===== src/cfp_pkg.sv =====
`timescale 1ns / 1ps
// ----------------------------------------------------------------------------
// cfp_pkg
// Types and constants shared by the command frame parser modules.
// ----------------------------------------------------------------------------
package cfp_pkg;

   localparam int unsigned ByteWidth = 8;
   localparam int unsigned PosWidth  = 7;
   localparam int unsigned LenWidth  = 6;
   localparam int unsigned IdxWidth  = 5;

   localparam logic [ByteWidth-1:0] CharPercent = 8'h25;
   localparam logic [ByteWidth-1:0] CharSpace   = 8'h20;
   localparam logic [ByteWidth-1:0] CharPeriod  = 8'h2E;
   localparam logic [ByteWidth-1:0] TokenLow    = 8'd47;
   localparam logic [ByteWidth-1:0] TokenHigh   = 8'd127;

   typedef enum logic [1:0] {
      KIND_BYTE = 2'd0,
      KIND_OK   = 2'd1,
      KIND_ERR  = 2'd2
   } kind_type;

   typedef enum logic [1:0] {
      TOKEN_CMD  = 2'd0,
      TOKEN_ATTR = 2'd1,
      TOKEN_VAL  = 2'd2
   } token_type;

   typedef enum logic [3:0] {
      PH_IDLE   = 4'b0001,
      PH_TOKEN0 = 4'b0010,
      PH_TOKEN1 = 4'b0100,
      PH_TOKEN2 = 4'b1000
   } phase_type;

   typedef struct packed {
      logic [1:0]          result_kind;
      logic [1:0]          token_id;
      logic [ByteWidth-1:0] char_code;
      logic [IdxWidth-1:0] char_index;
      logic                frame_end;
   } rsp_type;

endpackage


===== src/cfp_req_if.sv =====
`timescale 1ns / 1ps
// ----------------------------------------------------------------------------
// cfp_req_if
// Request channel: one line byte with its start-of-line mark.
// ----------------------------------------------------------------------------
interface cfp_req_if;
   logic                          valid;
   logic                          ready;
   logic [cfp_pkg::ByteWidth-1:0] data_byte;
   logic                          line_start;

   modport source (output valid, output data_byte, output line_start, input ready);
   modport sink   (input valid, input data_byte, input line_start, output ready);
endinterface


===== src/cfp_rsp_if.sv =====
`timescale 1ns / 1ps
// ----------------------------------------------------------------------------
// cfp_rsp_if
// Result channel: token byte, frame ok or frame error.
// ----------------------------------------------------------------------------
interface cfp_rsp_if;
   logic                          valid;
   logic                          ready;
   logic [1:0]                    result_kind;
   logic [1:0]                    token_id;
   logic [cfp_pkg::ByteWidth-1:0] char_code;
   logic [cfp_pkg::IdxWidth-1:0]  char_index;
   logic                          frame_end;

   modport source (output valid, output result_kind, output token_id, output char_code,
                   output char_index, output frame_end, input ready);
   modport sink   (input valid, input result_kind, input token_id, input char_code,
                   input char_index, input frame_end, output ready);
endinterface


===== src/command_frame_parser_unit.sv =====
`timescale 1ns / 1ps
// ----------------------------------------------------------------------------
// command_frame_parser_unit
// Checks a received line against '%' command ' ' attribute ' ' value '.'.
// ----------------------------------------------------------------------------
// Usage:
//   req_bus carries one line byte per request, with line_start high on the
//   first byte of a line. rsp_bus returns token bytes tagged with token
//   number and index, then one ok or error result closing the frame.
//   Requests that produce nothing (leading '%', spaces, idle bytes) are
//   still taken like any other request.
// Throughput and result path:
//   One request per cycle while req_bus.ready is high. Each result is registered
//   in the result register or the skid entry as the frame state registers update.
// Reset:
//   Synchronous, active high. The parser goes idle and ignores bytes until
//   a request with line_start arrives; both result slots empty.
// Stalls:
//   A result register plus one skid entry decouple the channels. While
//   rsp_bus is stalled, requests are still taken until a second result sits
//   in the skid entry; req_bus.ready then drops until the result register drains.
// ----------------------------------------------------------------------------
module command_frame_parser_unit #(
   parameter int unsigned TOKEN_MAX = 32,
   parameter int unsigned LINE_MAX  = 64
) (
   input  logic      clock,
   input  logic      reset,
   cfp_req_if.sink   req_bus,
   cfp_rsp_if.source rsp_bus
);

   logic             req_accept;
   logic             push;
   logic             space;
   cfp_pkg::rsp_type result;

   assign req_bus.ready = space;
   assign req_accept    = req_bus.valid && space;

   cfp_parse #(
      .TOKEN_MAX (TOKEN_MAX),
      .LINE_MAX  (LINE_MAX)
   ) u_parse (
      .clock      (clock),
      .reset      (reset),
      .accept     (req_accept),
      .data_byte  (req_bus.data_byte),
      .line_start (req_bus.line_start),
      .push       (push),
      .result     (result)
   );

   cfp_rsp_buf u_rsp_buf (
      .clock     (clock),
      .reset     (reset),
      .push      (push),
      .push_data (result),
      .space     (space),
      .rsp_bus   (rsp_bus)
   );

endmodule


===== src/cfp_parse.sv =====
`timescale 1ns / 1ps
// ----------------------------------------------------------------------------
// cfp_parse
// Frame state registers and the per-byte phase update.
// ----------------------------------------------------------------------------
module cfp_parse #(
   parameter int unsigned TOKEN_MAX = 32,
   parameter int unsigned LINE_MAX  = 64
) (
   input  logic                          clock,
   input  logic                          reset,
   input  logic                          accept,
   input  logic [cfp_pkg::ByteWidth-1:0] data_byte,
   input  logic                          line_start,
   output logic                          push,
   output cfp_pkg::rsp_type              result
);

   localparam logic [cfp_pkg::LenWidth-1:0] TokMax  = cfp_pkg::LenWidth'(TOKEN_MAX);
   localparam logic [cfp_pkg::PosWidth-1:0] LineMax = cfp_pkg::PosWidth'(LINE_MAX);
   localparam logic [cfp_pkg::PosWidth-1:0] LineLast = cfp_pkg::PosWidth'(LINE_MAX - 1);

   cfp_pkg::phase_type              phase_ff, phase_in;
   logic [cfp_pkg::PosWidth-1:0]    pos_ff, pos_in;
   logic [cfp_pkg::LenWidth-1:0]    len_ff, len_in;
   logic [1:0]                      tok;
   logic                            is_token;

   assign is_token = (data_byte > cfp_pkg::TokenLow) && (data_byte < cfp_pkg::TokenHigh);

   always_comb begin
      unique case (phase_ff)
         cfp_pkg::PH_TOKEN1: tok = cfp_pkg::TOKEN_ATTR;
         cfp_pkg::PH_TOKEN2: tok = cfp_pkg::TOKEN_VAL;
         default:            tok = cfp_pkg::TOKEN_CMD;
      endcase
   end

   always_comb begin
      phase_in = phase_ff;
      pos_in   = pos_ff;
      len_in   = len_ff;
      push     = 1'b0;
      result   = '0;
      if (accept) begin
         if (line_start) begin
            len_in = '0;
            if (data_byte == cfp_pkg::CharPercent) begin
               pos_in   = cfp_pkg::PosWidth'(1);
               phase_in = cfp_pkg::PH_TOKEN0;
            end else begin
               pos_in             = '0;
               phase_in           = cfp_pkg::PH_IDLE;
               push               = 1'b1;
               result.result_kind = cfp_pkg::KIND_ERR;
               result.frame_end   = 1'b1;
            end
         end else if (phase_ff != cfp_pkg::PH_IDLE) begin
            if (pos_ff >= LineMax) begin
               phase_in           = cfp_pkg::PH_IDLE;
               push               = 1'b1;
               result.result_kind = cfp_pkg::KIND_ERR;
               result.frame_end   = 1'b1;
            end else if (is_token && (len_ff < TokMax) && (pos_ff < LineLast)) begin
               len_in             = len_ff + cfp_pkg::LenWidth'(1);
               pos_in             = pos_ff + cfp_pkg::PosWidth'(1);
               push               = 1'b1;
               result.result_kind = cfp_pkg::KIND_BYTE;
               result.token_id    = tok;
               result.char_code   = data_byte;
               result.char_index  = len_ff[cfp_pkg::IdxWidth-1:0];
            end else if (phase_ff != cfp_pkg::PH_TOKEN2) begin
               if (data_byte == cfp_pkg::CharSpace) begin
                  phase_in = (phase_ff == cfp_pkg::PH_TOKEN0) ? cfp_pkg::PH_TOKEN1
                                                              : cfp_pkg::PH_TOKEN2;
                  len_in   = '0;
                  pos_in   = pos_ff + cfp_pkg::PosWidth'(1);
               end else begin
                  phase_in           = cfp_pkg::PH_IDLE;
                  push               = 1'b1;
                  result.result_kind = cfp_pkg::KIND_ERR;
                  result.frame_end   = 1'b1;
               end
            end else begin
               phase_in           = cfp_pkg::PH_IDLE;
               push               = 1'b1;
               result.result_kind = (data_byte == cfp_pkg::CharPeriod) ? cfp_pkg::KIND_OK
                                                                       : cfp_pkg::KIND_ERR;
               result.frame_end   = 1'b1;
            end
         end
      end
   end

   always_ff @(posedge clock) begin
      if (reset) begin
         phase_ff <= cfp_pkg::PH_IDLE;
         pos_ff   <= '0;
         len_ff   <= '0;
      end else begin
         phase_ff <= phase_in;
         pos_ff   <= pos_in;
         len_ff   <= len_in;
      end
   end

endmodule


===== src/cfp_rsp_buf.sv =====
`timescale 1ns / 1ps
// ----------------------------------------------------------------------------
// cfp_rsp_buf
// Result register with a skid stage toward the result channel.
// ----------------------------------------------------------------------------
module cfp_rsp_buf (
   input  logic             clock,
   input  logic             reset,
   input  logic             push,
   input  cfp_pkg::rsp_type push_data,
   output logic             space,
   cfp_rsp_if.source        rsp_bus
);

   logic             out_valid_ff, out_valid_in;
   logic             skid_valid_ff, skid_valid_in;
   cfp_pkg::rsp_type out_data_ff, out_data_in;
   cfp_pkg::rsp_type skid_data_ff, skid_data_in;
   logic             out_free;

   assign space    = !skid_valid_ff;
   assign out_free = !out_valid_ff || rsp_bus.ready;

   always_comb begin
      out_valid_in  = out_valid_ff;
      out_data_in   = out_data_ff;
      skid_valid_in = skid_valid_ff;
      skid_data_in  = skid_data_ff;
      if (out_free) begin
         if (skid_valid_ff) begin
            out_valid_in  = 1'b1;
            out_data_in   = skid_data_ff;
            skid_valid_in = 1'b0;
         end else begin
            out_valid_in = push;
            out_data_in  = push_data;
         end
      end else if (push) begin
         skid_valid_in = 1'b1;
         skid_data_in  = push_data;
      end
   end

   always_ff @(posedge clock) begin
      if (reset) begin
         out_valid_ff  <= 1'b0;
         skid_valid_ff <= 1'b0;
      end else begin
         out_valid_ff  <= out_valid_in;
         skid_valid_ff <= skid_valid_in;
      end
   end

   always_ff @(posedge clock) begin
      out_data_ff  <= out_data_in;
      skid_data_ff <= skid_data_in;
   end

   assign rsp_bus.valid       = out_valid_ff;
   assign rsp_bus.result_kind = out_data_ff.result_kind;
   assign rsp_bus.token_id    = out_data_ff.token_id;
   assign rsp_bus.char_code   = out_data_ff.char_code;
   assign rsp_bus.char_index  = out_data_ff.char_index;
   assign rsp_bus.frame_end   = out_data_ff.frame_end;

endmodule


===== src/flat_wrapper.sv =====
// flat-port wrapper written by rule: the top's interface ports become plain ports
module command_frame_parser_unit_flat 
#(
   parameter int unsigned TOKEN_MAX = 32,
   parameter int unsigned LINE_MAX  = 64
)
  (clock, reset, req_bus_valid, req_bus_data_byte, req_bus_line_start, req_bus_ready, rsp_bus_valid, rsp_bus_result_kind, rsp_bus_token_id, rsp_bus_char_code, rsp_bus_char_index, rsp_bus_frame_end, rsp_bus_ready);
  cfp_req_if req_bus_i ();
  cfp_rsp_if rsp_bus_i ();
  input  logic clock;
  input  logic reset;
  input wire logic [$bits(req_bus_i.valid)-1:0] req_bus_valid;
  input wire logic [$bits(req_bus_i.data_byte)-1:0] req_bus_data_byte;
  input wire logic [$bits(req_bus_i.line_start)-1:0] req_bus_line_start;
  output wire logic [$bits(req_bus_i.ready)-1:0] req_bus_ready;
  output wire logic [$bits(rsp_bus_i.valid)-1:0] rsp_bus_valid;
  output wire logic [$bits(rsp_bus_i.result_kind)-1:0] rsp_bus_result_kind;
  output wire logic [$bits(rsp_bus_i.token_id)-1:0] rsp_bus_token_id;
  output wire logic [$bits(rsp_bus_i.char_code)-1:0] rsp_bus_char_code;
  output wire logic [$bits(rsp_bus_i.char_index)-1:0] rsp_bus_char_index;
  output wire logic [$bits(rsp_bus_i.frame_end)-1:0] rsp_bus_frame_end;
  input wire logic [$bits(rsp_bus_i.ready)-1:0] rsp_bus_ready;
  assign req_bus_i.valid = req_bus_valid;
  assign req_bus_i.data_byte = req_bus_data_byte;
  assign req_bus_i.line_start = req_bus_line_start;
  assign req_bus_ready = req_bus_i.ready;
  assign rsp_bus_valid = rsp_bus_i.valid;
  assign rsp_bus_result_kind = rsp_bus_i.result_kind;
  assign rsp_bus_token_id = rsp_bus_i.token_id;
  assign rsp_bus_char_code = rsp_bus_i.char_code;
  assign rsp_bus_char_index = rsp_bus_i.char_index;
  assign rsp_bus_frame_end = rsp_bus_i.frame_end;
  assign rsp_bus_i.ready = rsp_bus_ready;
  command_frame_parser_unit #(.TOKEN_MAX(TOKEN_MAX), .LINE_MAX(LINE_MAX)) u_core (.clock(clock), .reset(reset), .req_bus(req_bus_i), .rsp_bus(rsp_bus_i));
endmodule

===== config.mk =====
export PLATFORM = sky130hd
export DESIGN_NAME = command_frame_parser_unit_flat
export DESIGN_NICKNAME = d
export VERILOG_FILES = /design/src/cfp_pkg.sv /design/src/cfp_req_if.sv /design/src/cfp_rsp_if.sv /design/src/command_frame_parser_unit.sv /design/src/cfp_parse.sv /design/src/cfp_rsp_buf.sv /design/src/flat_wrapper.sv
export SDC_FILE = /design/constraint.sdc
export NUM_CORES = 1
export LEC_CHECK = 0
export BUFFER_PORTS_ARGS = -buffer_cell sky130_fd_sc_hd__buf_2
export CORE_ASPECT_RATIO = 0.7
export CORE_UTILIZATION = 55
export CTS_CLUSTER_DIAMETER = 150
export DETAILED_ROUTE_END_ITERATION = 6
export PLACE_DENSITY = 0.79
export SLEW_MARGIN = 20
export SYNTH_ARGS = -nofsm -noshare
export SYNTH_HDL_FRONTEND = slang
export SYNTH_SLANG_ARGS = --single-unit

===== constraint.sdc =====
create_clock -name clock -period 5.59 [get_ports clock]
set_input_delay 1.118 -clock clock [delete_from_list [all_inputs] [get_ports clock]]
set_output_delay 1.118 -clock clock [all_outputs]
set_load 0.02 [all_outputs]

### Word-level counts from Yosys, hierarchy flattened

Cells that the tools add are included.

| cells by class | value |
|---|---|
| reduce and logical (&&, ||, !) cells | 14 |
| $lt $le $gt $ge | 5 |
| equal/unequal tests | 10 |
| muxes and demuxes | 47 |
| $add $sub $neg | 2 |
| bitwise operators | 1 |

Operators by type and width:

| cell | number |
|---|---|
| two-way mux 18 bit | 3 |
| two-way mux 15 bit | 3 |
| two-way mux 7 bit | 6 |
| two-way mux 6 bit | 6 |
| two-way mux 4 bit | 7 |
| == test 8 x 6 -> 1 bit, second input constant | 3 |
| two-way mux 2 bit | 8 |
| two-way mux 1 bit | 13 |
| greater-than comparator 8 x 6 -> 1 bit, second input constant | 1 |
| less-than comparator 8 x 7 -> 1 bit, second input constant | 1 |
| adder 7 x 1 -> 7 bit, second input constant | 1 |
| greater-or-equal comparator 7 bit, second input constant | 1 |
| less-than comparator 7 x 6 -> 1 bit, second input constant | 1 |
| adder 6 x 1 -> 6 bit, second input constant | 1 |
| less-than comparator 6 bit, second input constant | 1 |
| nonzero test 3 bit | 2 |
| AND reduction 5 bit | 1 |
| == test 4 x 2 -> 1 bit, second input constant | 1 |
| == test 4 x 3 -> 1 bit, second input constant | 1 |
| == test 4 bit, second input constant | 1 |
| logical AND 1 bit | 4 |
| inequality test 4 x 1 -> 1 bit, second input constant | 1 |
| inequality test 4 bit, second input constant | 1 |
| case mux 2 bit (2 select lines) | 1 |
| 9 further kinds | 10 |

| storage, ports and cells | value |
|---|---|
| word-level logic and storage cells | 94 |
| bits of input ports | 13 |
| output and inout port bits | 20 |
| bits in registers | 55 |

### Longest topological paths before layout

Gate-level depths: netlist of run 1.

| depth | value |
|---|---|
| depth in word-level cells | 10 |
| depth in mapped cells | 7 |
| depth with buffers taken out | 5 |

### By module

From an unflattened synthesis of run 1, not the netlist that was laid out.

| second synthesis, totals | value |
|---|---|
| cell total of the unflattened synthesis | 224 |
| area, all modules | 2660.1 um^2 |

Modules (own cells, without submodules):

| module | area an instance (um^2) | instances | cells each |
|---|---|---|---|
| cfp_rsp_buf | 1445.1 | 1 | 65 |
| cfp_parse | 1208.7 | 1 | 158 |
| command_frame_parser_unit | 6.3 | 1 | 1 |

### Least setup slack after synthesis of run 1

OpenSTA, ideal clock, no wires.

| timing | value |
|---|---|
| path kind | input to register |
| start point | input port req_bus_line_start |
| end point | register u_core.u_rsp_buf.skid_data_ff[0] in the netlist's numbering, enable pin |
| setup time | 416 ps |
| setup slack | 2074 ps |
| stages on the path | 5 |
| data arrival time | 3100 ps |
| cells stage by stage | clkbuf_1 > inv_1 > a21oi_1 > nand2b_1 > nor3_1 |

| between the ends | value |
|---|---|
| word-level cells in the longest chain between the ends | 3 |

RTL lines:

| element | RTL line | RTL |
|---|---|---|
| start, declared | flat_wrapper.sv:14 | `input wire logic [$bits(req_bus_i.line_start)-1:0] req_bus_line_start;` |
| two-way mux 1 bit | cfp_parse.sv:46 | `if (line_start) begin` |
| two-way mux 1 bit | cfp_parse.sv:45 | `if (accept) begin` |
| AND reduction 2 bit (no source line) | n/a |  |
| end signal, assigned | cfp_rsp_buf.sv:56 | `skid_data_ff <= skid_data_in;` |
| end, declared | cfp_rsp_buf.sv:18 | `cfp_pkg::rsp_type skid_data_ff, skid_data_in;` |

No other way between the ends.
A chain may end at the register's enable or synchronous reset.

### Final worst setup path of run 1

| timing | value |
|---|---|
| start point | input port req_bus_data_byte[4] |
| end point | register u_core.u_parse.len_ff[2] in the netlist's numbering |

| between the ends | value |
|---|---|
| word-level cells in the longest chain between the ends | 8 |
| elaborated cells between the ends (all ways) | 13 |
| classes of those cells | 2 x order compare; 1 x eq/ne; 4 x mux; 6 x reduce/logical |

RTL lines:

| element | RTL line | RTL |
|---|---|---|
| start, declared | flat_wrapper.sv:13 | `input wire logic [$bits(req_bus_i.data_byte)-1:0] req_bus_data_byte;` |
| greater-than comparator 8 x 6 -> 1 bit or less-than comparator 8 x 7 -> 1 bit (tied branches) | cfp_parse.sv:29 | `assign is_token = (data_byte > cfp_pkg::TokenLow) && (data_byte < cfp_pkg::TokenHigh);` |
| logical AND 1 bit | cfp_parse.sv:29 |  |
| logical AND 1 bit (2 in series) | cfp_parse.sv:64 | `end else if (is_token && (len_ff < TokMax) && (pos_ff < LineLast)) begin` |
| two-way mux 6 bit | cfp_parse.sv:64 |  |
| two-way mux 6 bit | cfp_parse.sv:59 | `if (pos_ff >= LineMax) begin` |
| two-way mux 6 bit | cfp_parse.sv:58 | `end else if (phase_ff != cfp_pkg::PH_IDLE) begin` |
| two-way mux 6 bit | cfp_parse.sv:46 |  |
| end signal, assigned | cfp_parse.sv:103 | `len_ff <= len_in;` |
| end, declared | cfp_parse.sv:25 | `logic [cfp_pkg::LenWidth-1:0] len_ff, len_in;` |

Several ways; a longest one is shown, not always the timed one. The select of a mux whose other input is x is not followed.

==> out/qor.yml, run 1 <==
p_leak_nw: 1.24
max_freq_mhz: 336
detail_route.first_pass.iterations: 4
post-route-util: 0.675
synth_common_cells: "edfxtp_1 (36), dfxtp_1 (19), a21o_1 (18), and2_1 (14), nor2_1 (14)"
status: "completed"
placed_area_sq_um: 2670
startpoint: "req_bus_data_byte[4]"
syn_area_per_cell_sq_um: 11.6
fp.dieH_um: 57.9
synth_top_family_by_area: "simple AND/OR/NAND/NOR gates"
multi_input_area_sq_um: 948
critPathLaunchType: "primary input"
synth.distinct_cells: 47
synthTopCellsByArea: "edfxtp_1 (44%), dfxtp_1 (16%), a21o_1 (5.5%), and2_1 (3.6%), nor2_1 (2.1%)"
seqCellArea_sq_um: 1460
r2r-end: "u_core.u_rsp_buf.rsp_bus.char_index[4]"
ctsHoldBuffers: 0
io_buffers: 32
yosysMostFrequentCell: "edfxtp_1"
cp.required_ns: 5.80
yosys_most_used_dff: "edfxtp_1"
ff2ff_path_depth: 5
antenna_found_initial: 0
synth_seq_cells: 55
synth_cells: 211
layout_min_cycle_time_ns: 2.98
synth-compound-area-share: 0.150
ir_drop_mv: 0.215
drv_cap: 0
vias: 1755
overflow: 0
finalPower_uw: 718
r2r_slack_ns: 3.26
grt_max_degree: 22
synth-edff-count: 36
start_util: 0.600
endpoint: "u_core.u_parse.len_ff[2]"
yosys.area.top_type: "edfxtp_1"
finalHoldViolCount: 0
path_clk_slew_ns: 0.09
ioPinCount: 33
yosys.area_share.simple: 0.198
cts.sinks: 55
drtAntennaViolNets: 0
synthXorXnorAreaFrac: 0.00357
arrival_ns: 3.18
avgViaCountPerCell: 5.89
gp_congestion: 0.928
wl_per_cell_um: 16.2
dp_hpwl_um: 3440
cts_tree: "yes"
antenna_cells: 0
drc: 0
crit_path_end_kind: "flop"
skew_ns: 0.00570
cts_resized: 0
post_route_cells_drive_above_1_share: 0.195
maxSlewHeadroom: 0.312
synth_warnings: 0
hold_class: "flop to flop"
synth_top_area_share: 0.441
gr-usage-all-layers: 0.232
clockBufferDepth: 2
grt_pass1_wl_um: 8050
fill_cells: 325
cts_setup_buffers: 0
area_growth_syn_to_layout_pct: 12.5
die_w_um: 81.8
root_buffer: "clkbuf_8"
syn-cell-area_sq_um: 2450
grt_pass1_vias: 1643
synth_nets: 227
fin_crit_sh: 0.532
clk_latency_ns: 0.31
ys_seq_area_frac: 0.596
worstSetupPathType: "primary input to flop"
finalSetupTns_ns: 0
die_area_sq_um: 4740
wirelength_um: 4830
hp-start: "u_core.u_parse.len_ff[5]"
worst_pin_slew_ns: 1.03
setup_viol: 0
synthMuxAreaShare: 0.0163
drv_slew: 0
drt_iter0_markers: 154
async_flop_share: 0
rsz0062_at_grt: "false"
cts-buffers-inserted: 5
placementRows: 19
core_area_sq_um: 4090
powerDensity_nw_per_um2: 260
finalInstanceArea_sq_um: 2760
nets: 261
crit_fanout: 6
r2r-start: "u_core.u_parse.pos_ff[6]"
synthAdderAreaFrac: 0.0153
h-tree-depth: 2
==> metal layers <==
metal	vias to the layer above	GRT usage	share of wire
li1	860	-	-
met1	826	0.340	0.49
met2	67	0.342	0.45
met3	2	0.0709	0.061
met4	0	0.0451	0.0033
met5	-	0	0
==> flip-flops by register name (all words and copies together) (netlist names) <==
signal / count
u_core.u_rsp_buf.skid_data_ff: 18
u_core.u_rsp_buf.rsp_bus.char_code: 8
u_core.u_parse.pos_ff: 7
u_core.u_parse.len_ff: 6
u_core.u_rsp_buf.rsp_bus.char_index: 5
u_core.u_parse.phase_ff: 4
u_core.u_rsp_buf.rsp_bus.result_kind: 2
u_core.u_rsp_buf.rsp_bus.token_id: 2
u_core.u_rsp_buf.rsp_bus.frame_end: 1
u_core.u_rsp_buf.rsp_bus.valid: 1
u_core.u_rsp_buf.skid_valid_ff: 1
==> layout by cell type (no fill, tap or decap), types with 7 or more instances in the layout <==
cell      synthesis  layout
nor2_1           14      14
a21o_1           18      18
edfxtp_1         36      36
nand2_1           9       9
buf_2             0      32
and2_1           14      14
dfxtp_1          19      19
a21oi_1          10      10
nand3_1           7       7
==> worst max-delay path, stage by stage <==
cell and delay [ns]:
buf_2 0.12, or4b_4 0.55, or4_4 0.57, o21ai_1 0.27, a21oi_1 0.23, a211o_1 0.33
==> power breakdown <==
part	switching, mW	leakage, nW	internal (mW)
Clock	0.129	0.0402	0.0874
Sequential	0.00451	0.555	0.440
Combinational	0.0377	0.645	0.0190
Total	0.171	1.24	0.546
==> cell type report <==
class                      instances  area share
sequential                        55       0.529
multi-input combinational        143       0.343
timing repair buffer              34      0.0634
clock buffer                       5      0.0249
tap                               52      0.0236
inverter                           6     0.00816
clock inverter                     3     0.00725
==> through the flow <==
| stage | worst slack, ns | instances | hold WS (ns) |
|---|---|---|---|
| 2_1_floorplan | 2.07 | 211 | 0.444 |
| 3_3_place_gp | 2.34 | 290 | 0.485 |
| 3_5_place_dp | 2.30 | 290 | 0.490 |
| 4_1_cts | 2.62 | 298 | 0.505 |
| 5_1_grt | 2.50 | 298 | 0.529 |
| 6_report | 2.61 | 298 | 0.502 |
==> worst min path at each step <==
stage	depth (start not counted)	endpoint	slack, ns
6_report	2	u_core.u_parse.len_ff[5]	0.50
3_3_place_gp	2	u_core.u_parse.pos_ff[5]	0.48
4_1_cts	2	u_core.u_parse.pos_ff[5]	0.50
2_1_floorplan	2	u_core.u_parse.len_ff[5]	0.44
3_5_place_dp	2	u_core.u_parse.len_ff[5]	0.49
5_1_grt	2	u_core.u_parse.pos_ff[4]	0.53
==> kinds of logic (layout without fill, tap and decap cells) <==
logic type      count (synthesis)  in the layout
flops                          55             55
compound gates                 51             51
buf+inv                        13             48
other cells                     1              1
simple gates                   83             83
mux                             4              4
fa+ha+maj                       3              3
xor+xnor                        1              1
No activity file was read; power rests on OpenSTA's default activity.
==> inputs of run 2 (changes only) <==
--- a/config.mk
+++ b/config.mk
@@ -5,12 +5,13 @@
 export SDC_FILE = /design/constraint.sdc
 export NUM_CORES = 1
 export LEC_CHECK = 0
+export ABC_AREA = 1
 export BUFFER_PORTS_ARGS = -buffer_cell sky130_fd_sc_hd__buf_2
 export CORE_ASPECT_RATIO = 0.7
 export CORE_UTILIZATION = 55
 export CTS_CLUSTER_DIAMETER = 150
 export DETAILED_ROUTE_END_ITERATION = 6
-export PLACE_DENSITY = 0.79
+export PLACE_DENSITY = 0.78
 export SLEW_MARGIN = 20
 export SYNTH_ARGS = -nofsm -noshare
 export SYNTH_HDL_FRONTEND = slang
==> constraint.sdc (replaced) <==
create_clock -name clock -period 3 [get_ports clock]
set_input_delay 0.6 -clock clock [delete_from_list [all_inputs] [get_ports clock]]
set_output_delay 0.6 -clock clock [all_outputs]
set_load 0.02 [all_outputs]
==> run 2 against run 1 <==
Sequential power is 99% higher. Synthesized cell count is 40% higher. Core utilization is 1.9 points lower. Clock power is 120% higher. Sequential share of layout area is 3.5 points lower. Global-route usage is 2.9 points lower. Critical path type unchanged.
==> out/qor.yml, run 2 <==
post_route_cells_drive_above_1_share: 0.179  # -0.0163
antenna_found_initial: 0  # unchanged
dp_hpwl_um: 3390  # -1.5%
root_buffer: "clkbuf_8"
drc: 0  # unchanged
grt_max_degree: 29  # +32%
p_leak_nw: 1.32  # +6.6%
max_freq_mhz: 536
yosys_most_used_dff: "edfxtp_1"
start_util: 0.594  # -0.00562
setup_viol: 0  # unchanged
overflow: 0  # unchanged
die_area_sq_um: 5160  # +8.9%
synth_nets: 312  # +37%
synth.distinct_cells: 28  # -40%
finalHoldViolCount: 0  # unchanged
powerDensity_nw_per_um2: 551  # +110%
fp.dieH_um: 60.4  # +4.3%
layout_common_cells: "nand2_1 (61), nor2_1 (50), inv_1 (36), edfxtp_1 (36), buf_2 (32)"
gp_congestion: 0.806  # -13%
yosys.area.top_type: "edfxtp_1"
synth_cells: 296  # +40%
wirelength_um: 4770  # -1.2%
drv_slew: 0  # unchanged
layout_commonest_cell: "nand2_1"
crit_fanout: 18  # +12
cts_setup_buffers: 0  # unchanged
vias: 1967  # +12%
clockBufferDepth: 2  # unchanged
finalSetupTns_ns: 0  # unchanged
crit_path_end_kind: "flop"
synth_common_cells: "nand2_1 (61), nor2_1 (50), edfxtp_1 (36), inv_1 (36), nand3_1 (22)"
syn_area_per_cell_sq_um: 9.05  # -22%
cts_tree: "yes"
path_clk_slew_ns: 0.09  # about the same
cp.required_ns: 3.05  # -2.75 ns
gr-usage-all-layers: 0.203  # -0.0294
synth_warnings: 0  # unchanged
layout_min_cycle_time_ns: 1.86
ioPinCount: 33  # unchanged
h-tree-depth: 2  # unchanged
arrival_ns: 1.91  # -1.27 ns
synth-edff-count: 36  # unchanged
status: "completed"
ir_drop_mv: 0.315  # +46%
nets: 345  # +32%
cts.sinks: 55  # unchanged
drt_iter0_markers: 116  # -25%
placementRows: 20  # +1
grt_pass1_vias: 1713  # +4.3%
yosysMostFrequentCell: "nand2_1"
fin_crit_sh: 0.622
maxSlewHeadroom: 0.493  # +0.181
async_flop_share: 0  # unchanged
hold_ws_ns: 0.474  # -0.0281 ns
largest_reg_flops: 18  # unchanged
ys_seq_area_frac: 0.546  # -0.0498
grt_pass1_wl_um: 7960  # -1.2%
worstSetupPathType: "primary input to flop"
io_buffers: 32  # unchanged
rsz0062_at_grt: "false"
worst_pin_slew_ns: 0.760  # -0.273 ns
largest_register: "u_core.u_rsp_buf.skid_data_ff"
avgViaCountPerCell: 5.11  # -13%
drv_cap: 0  # unchanged
detail_route.first_pass.iterations: 4  # unchanged
drtAntennaViolNets: 0  # unchanged
cts-buffers-inserted: 5  # unchanged
ctsHoldBuffers: 0  # unchanged
synthTopCellsByArea: "edfxtp_1 (40%), dfxtp_1 (14%), nand2_1 (8.6%), nor2_1 (7.0%), inv_1 (5.0%)"
critPathLaunchType: "primary input"
antenna_cells: 0  # unchanged
skew_ns: 0.00282  # -0.00288 ns
core_area_sq_um: 4500  # +10%
hold_class: "flop to flop"
cts_resized: 0  # unchanged
synth_seq_cells: 55  # unchanged
die_w_um: 85.4  # +4.4%
synth_top_area_share: 0.404  # -0.0369
area_growth_syn_to_layout_pct: 10.5
wl_per_cell_um: 12.4  # -24%
clk_latency_ns: 0.30  # about the same
syn-cell-area_sq_um: 2680  # +9.1%
[run 2: cells by family after synthesis]
kind of cell	synth area share
AOI/OAI and AO/OA	0.0706
xor gates and xnor gates	0.0164
adders and majority gates	0.0140
buffers and inverters	0.0836
DFF	0.546
other	0.00140
and+or+nand+nor	0.268
[run 2: worst max-delay path, cell delays in order]
cell and delay, ns:
buf_2 0.24, nand3_1 0.11, nor3_1 0.41, nor2_1 0.12, nand2_1 0.12, nor2_1 0.05
buf_4 0.24
[run 2: layout make-up]
class,instances,area [sq um]
Tap cell,55,68.8
Timing Repair Buffer,34,175
Fill cell,375,1550
Inverter,39,154
Clock inverter,1,30.0
Sequential cell,55,1460
Clock buffer,7,76.3
Multi-Input combinational cell,194,992
[run 2: where the power goes]
group | leakage, nW | total [mW] | internal [mW] | switching, mW
clock | 0.0524 | 0.474 | 0.250 | 0.224
sequential | 0.553 | 0.885 | 0.861 | 0.0240
combinational | 0.716 | 0.272 | 0.0794 | 0.192
[run 2: routing by layer]
metal	GRT usage	vias up	part of all wire
li1	-	1020	-
met1	0.276	904	0.51
met2	0.341	37	0.45
met3	0.0435	6	0.033
met4	0.0500	0	0.0071
met5	0	-	0
[run 2: worst paths after layout]
kind	slack, ns	endpoint	startpoint	depth (start not counted)
worst max-delay path	1.14	u_core.u_rsp_buf.skid_data_ff[7]	req_bus_line_start	7
worst min-delay path	0.47	u_core.u_parse.pos_ff[5]	u_core.u_parse.pos_ff[5]	2
worst max register to register	1.16	u_core.u_rsp_buf.skid_data_ff[7]	u_core.u_rsp_buf.skid_valid_ff	11
worst min register to register	0.47	u_core.u_parse.pos_ff[5]	u_core.u_parse.pos_ff[5]	2
[run 2: through the flow]
step                std cells  worst slack (ns)  instance area, sq um  utilization  total power [mW]
global route              385             0.965                  2960        0.657              1.71
global placement          377             0.881                  2850        0.633              1.17
finish                    385              1.14                  2960        0.657              1.63
detailed placement        377             0.845                  2850        0.633              1.17
floorplan                 296             0.578                  2680            -              1.11
CTS                       385              1.13                  2960        0.657              1.64
